==> config.mk <==
export PLATFORM = sky130hd
export DESIGN_NAME = lzs_hash
export DESIGN_NICKNAME = d
export VERILOG_FILES = /design/src/rtl/lzs_pkg.sv /design/src/rtl/lzs_hash.sv
export SDC_FILE = /design/constraint.sdc
export NUM_CORES = 1
export LEC_CHECK = 0
export BUFFER_PORTS_ARGS = -buffer_cell sky130_fd_sc_hd__buf_2
export CAP_MARGIN = 30
export CORE_ASPECT_RATIO = 0.9
export CORE_MARGIN = 3
export CORE_UTILIZATION = 43
export DETAILED_ROUTE_END_ITERATION = 8
export PLACE_DENSITY = 0.58
export REMOVE_ABC_BUFFERS = 1
export SYNTH_ARGS = -nofsm -noshare
export SYNTH_HDL_FRONTEND = slang
export SYNTH_SLANG_ARGS = --single-unit
==> constraint.sdc <==
create_clock -name clk -period 5.3 [get_ports clk]
set_clock_uncertainty 0.05 [all_clocks]
set_input_delay 0.265 -clock clk [delete_from_list [all_inputs] [get_ports clk]]
set_output_delay 0.265 -clock clk [all_outputs]
set_load 0.05 [all_outputs]
==> src/rtl/lzs_pkg.sv <==
`timescale 1ns / 1ps
// Package for the longest zero-sum span unit: default sizes, field widths,
// hash constants and the table control struct. No dependencies.
package lzs_pkg;

  localparam int MAX_ITEMS_DEF   = 1024;
  localparam int TABLE_SLOTS_DEF = 2048;
  localparam int SAMPLE_BITS_DEF = 16;

  // Result field widths are fixed by the output word layout.
  localparam int SPAN_W      = 10;
  localparam int LEN_W       = 11;
  localparam int OUT_FIELDS_W = 1 + SPAN_W + SPAN_W + LEN_W + 1;
  localparam int OUT_TDATA_W = ((OUT_FIELDS_W + 7) / 8) * 8;

  // Multiplicative hash: h = key * HASH_MULT, then h ^= h >> HASH_SHIFT.
  localparam logic [63:0] HASH_MULT  = 64'h9E37_79B9_7F4A_7C15;
  localparam int          HASH_SHIFT = 29;
  localparam int          CHUNK_W    = 16;

  localparam int EPOCH_W = 8;

  typedef struct packed {
    logic rd_en;     // read all fields of the probed slot
    logic wr_en;     // write the slot epoch
    logic wr_entry;  // also write key and first index
  } lzs_tbl_ctl_t;

endpackage

==> src/rtl/lzs_hash.sv <==
`timescale 1ns / 1ps
// Iterative hash unit: multiply-accumulate over 16-bit key chunks, one a cycle.
// Depends on lzs_pkg.
module lzs_hash #(
  parameter int PSUM_W    = 27,
  parameter int SLOT_BITS = 11
) (
  input  logic                        clk,
  input  logic                        rst_n,
  input  logic                        start_i,
  input  logic signed [PSUM_W-1:0]    key_i,
  output logic                        done_o,
  output logic [SLOT_BITS-1:0]        slot_o
);
  import lzs_pkg::*;

  localparam int HASH_BITS = HASH_SHIFT + SLOT_BITS;
  localparam int CHUNKS    = (HASH_BITS + CHUNK_W - 1) / CHUNK_W;
  localparam int PAD_W     = CHUNKS * CHUNK_W;
  localparam int CNT_W     = $clog2(CHUNKS);
  localparam logic [HASH_BITS-1:0] MULT = HASH_MULT[HASH_BITS-1:0];

  logic                          busy_r;
  logic                          done_r;
  logic [CNT_W-1:0]              cnt_r;
  logic [HASH_BITS-1:0]          acc_r;
  logic [PAD_W-1:0]              key_sh_r;
  logic [CHUNK_W+HASH_BITS-1:0]  prod;
  logic [HASH_BITS-1:0]          acc_nxt;

  // Horner form over chunks, most significant first: only the low HASH_BITS
  // of the product are ever needed.
  always_comb begin
    prod    = key_sh_r[PAD_W-1 -: CHUNK_W] * MULT;
    acc_nxt = {acc_r[HASH_BITS-CHUNK_W-1:0], {CHUNK_W{1'b0}}} + prod[HASH_BITS-1:0];
  end

  always_ff @(posedge clk) begin
    if (!rst_n) begin
      busy_r   <= 1'b0;
      done_r   <= 1'b0;
      cnt_r    <= '0;
      acc_r    <= '0;
      key_sh_r <= '0;
    end else begin
      done_r <= !start_i && busy_r && (cnt_r == CNT_W'(CHUNKS - 1));
      if (start_i) begin
        busy_r   <= 1'b1;
        cnt_r    <= '0;
        acc_r    <= '0;
        key_sh_r <= PAD_W'(key_i);
      end else if (busy_r) begin
        acc_r    <= acc_nxt;
        key_sh_r <= {key_sh_r[PAD_W-CHUNK_W-1:0], {CHUNK_W{1'b0}}};
        cnt_r    <= cnt_r + CNT_W'(1);
        if (cnt_r == CNT_W'(CHUNKS - 1)) begin
          busy_r <= 1'b0;
        end
      end
    end
  end

  assign done_o = done_r;
  assign slot_o = acc_r[SLOT_BITS-1:0] ^ acc_r[HASH_SHIFT +: SLOT_BITS];

endmodule

==> flow_summary_export.csv <==
group,metric,value,unit
critical_path,crit_path_end_kind,"flop",
floorplan,core-area,25500,um2
timing,tightest_slew,574,ps
global_route,grt_pass1_vias,8713,
floorplan,initial_core_util,44.4,%
cts,cts_buffer_depth,2,
cells_and_area,area_growth,23.4,%
floorplan,rows,55,
yosys,synth_top_family_by_area,"adder cells",
timing,post-route-period-util,107,%
yosys,muxShareOfSynthArea,4.51,%
yosys,synth.avg_cell_area,9.84,um2
detailed_routing,dr.first_iter.drc_count,559,
cells_and_area,final_core_util,54.7,%
timing,fmax,177,MHz
cts,cts_max_level,3,
hold_path,holdPathStages,2,
cts,clk_pin_slew,80,ps
detailed_routing,wire_per_inst,19.2,um
placement,hpwl,26.8,mm
critical_path,worst-setup-path-type,"reg2reg",
cells_and_area,antenna_cells,0,
timing,grt_setup_unrepaired,"true",
floorplan,die_w,177,um
yosys,synth-simple-area-share,7.20,%
timing,timing.hold.ws,71.5,ps
detailed_routing,ant_nets,0,
cts,insertion_delay,360,ps
critical_path,critPathMostFrequentCell,"fa_1",
global_route,grt_start_max_net_pins,62,
timing,finalMaxSlewViolations,0,
detailed_routing,drc,0,
floorplan,dieArea,28300,um2
cells_and_area,final_cell_area,14000,um2
placement,placedInstanceArea,12900,um2
yosys,syn_inst,1151,
yosys,yosys.area_share.xor_xnor,3.94,%
outcome,status,"complete, but fails checks",
cells_and_area,drive_gt1_share,24.7,%
floorplan,io_pins,42,
global_route,grt_pass1_wl,50.2,mm
global_route,overflow,0,
cts,cts_tree,"yes",
cts,cts_sinks,87,
yosys,synth_compound_area_share,9.30,%
yosys,ys.flop_type,"dfxtp_1",
outcome,violations,"setup timing",
timing,period_needed,5660,ps
critical_path,crit_path_max_fanout,5,
yosys,yosysWarnings,0,
critical_path,crit_arrival,5840,ps
placement,gp_congestion,0.928,
hold_path,min_path_type,"in2reg",
yosys,synth_cell_types,61,
cts,cts_hold_buf,0,
timing,setup_violations,13,
yosys,synth_edf_count,0,
critical_path,slowest_stage,"fa_2",
detailed_routing,drtPass1Iterations,5,
timing,fin_ws,-362,ps
critical_path,critPathLaunchType,"flop",
detailed_routing,num_vias,8498,
job,maxCapViolations,0,
cells_and_area,nets,1706,
global_route,grt_usage,23.5,%
yosys,async_flop_share,0,%
cells_and_area,seq_area,1770,um2
cells_and_area,multi_input_area,8930,um2
cts,numCtsBuffers,9,
yosys,synth-adder-area-share,49.3,%
detailed_routing,drt_wl_total,32.3,mm
critical_path,crit_chain,"fa_2, buf_4, fa_1, ha_1, fa_1, fa_1, fa_1, ha_4, and2_4, a221o_1, a22o_1, o41a_1, buf_4, o21ai_2, mux2i_1, o21ai_1",
global_route,antenna_found_initial,0,
critical_path,crit_required,5480,ps
floorplan,die_h,160,um
timing,finalHoldViolCount,0,
cells_and_area,fillCellCount,2269,
placement,io_buffers,41,
critical_path,rr_worst_depth,16,
yosys,synth_area,11300,um2
detailed_routing,viasPerCell,5.05,
yosys,yosysSeqAreaShare,15.4,%
yosys,ys_seq_elements,87,
timing,maxSlewHeadroom,61.7,%
critical_path,slowest_delay,670,ps
cts,root_buffer,"clkbuf_16",
## area by class of cell
class / count / area share [%]
tap: 342 / 3.06
multi-input combinational: 761 / 63.9
timing repair buffer: 206 / 10.9
clock inverter: 6 / 0.358
sequential: 87 / 12.7
clock buffer: 10 / 1.79
inverter: 272 / 7.31
## kinds of logic (layout without fill, tap and decap cells)
logic type	after synthesis	in the layout
AND/OR/NAND/NOR	158	158
flip-flops	87	87
adder cells (fa/ha/maj)	339	339
XOR/XNOR	51	51
buffers and inverters	303	494
AO/OA/AOI/OAI	162	162
multiplexers	51	51
## repair_timing
item / CTS / global route
buffers inserted: 5 / 13
endpoints found under the setup margin: 16 / 18
cloned: 0 / 0
resized for setup: 68 / 71
pin swaps: 32 / 45
## cells in the mapped netlist (all sizes together), types with 4 or more instances
library cell | n | area, um2
inv | 272 | 1020
fa | 179 | 3580
ha | 160 | 2000
dfxtp | 87 | 1740
a21oi | 72 | 368
mux2i | 51 | 510
nor2 | 37 | 139
nand2 | 30 | 118
xnor2 | 28 | 245
clkbuf | 23 | 108
xor2 | 23 | 201
and3 | 20 | 125
nor2b | 20 | 125
o21ai | 18 | 93.8
a21o | 13 | 97.6
nand3 | 13 | 65.1
nor3 | 10 | 50.1
o211a | 10 | 100
buf | 8 | 41.3
o22ai | 8 | 50.1
a211oi | 7 | 52.6
o21a | 6 | 45.0
or2 | 5 | 31.3
nand2b | 4 | 25.0
nand4 | 4 | 25.0
o21bai | 4 | 30.0
## flip-flops by register name (all words and copies together) (netlist names)
| register | cells |
|---|---|
| key_sh_r | 48 |
| cnt_r | 2 |
| busy_r | 1 |
| done_o | 1 |
| acc_r | 35 |
## worst paths after layout
kind,startpoint,endpoint,slack (ps)
max reg2reg,key_sh_r[38],acc_r[38],-360
min,key_i[23],key_sh_r[23],70
min reg2reg,acc_r[16],acc_r[16],430
max,key_sh_r[38],acc_r[38],-360
## per-layer routing
layer / up-vias / wire [um] / GRT usage (%) / part of all wire, %
met5: - / 0 / 0 / 0
met4: 0 / 448 / 4.25 / 1.4
met3: 25 / 2090 / 3.88 / 6.5
met2: 203 / 14800 / 36.2 / 46
met1: 4214 / 14900 / 35.2 / 46
li1: 4056 / - / - / -
## layout by cell type, fill, tap and decap left out, drive strengths merged, types with 4 or more instances in the layout
master and instances:
nand4 4, fa 179, ha 160, o21a 6, nand2 30, mux2i 51
buf 206, nand3 13, nand2b 4, o211a 10, o22ai 8, xor2 23
o21ai 18, a211oi 7, nor3 10, xnor2 28, nor2b 20, and3 20
inv 273, dfxtp 87, a21oi 72, clkinv 4, o21bai 4, clkbuf 10
or2 5, nor2 37, a21o 13
## worst max-delay path: cells and delay by family (launching register included)
family,cells,cell delay (ps)
adders and majority gates,7,3200
AOI/OAI and AO/OA,5,1280
DFF,1,330
buffers and inverters,2,330
muxes,1,180
and+or+nand+nor,1,160
## metrics by stage
stage                     setup slack [ps]  cells  setup TNS, ps
final                                 -362   1684          -3360
after global placement                -510   1650          -4950
after floorplan                       -401   1120          -3740
after global routing                  -511   1684          -5450
after CTS                             -333   1671          -3090
after detailed placement              -568   1650          -5580
Power is left out: the tool's default activity adds up to more than one toggle a clock period on the data nets, which glitch-free logic cannot reach.
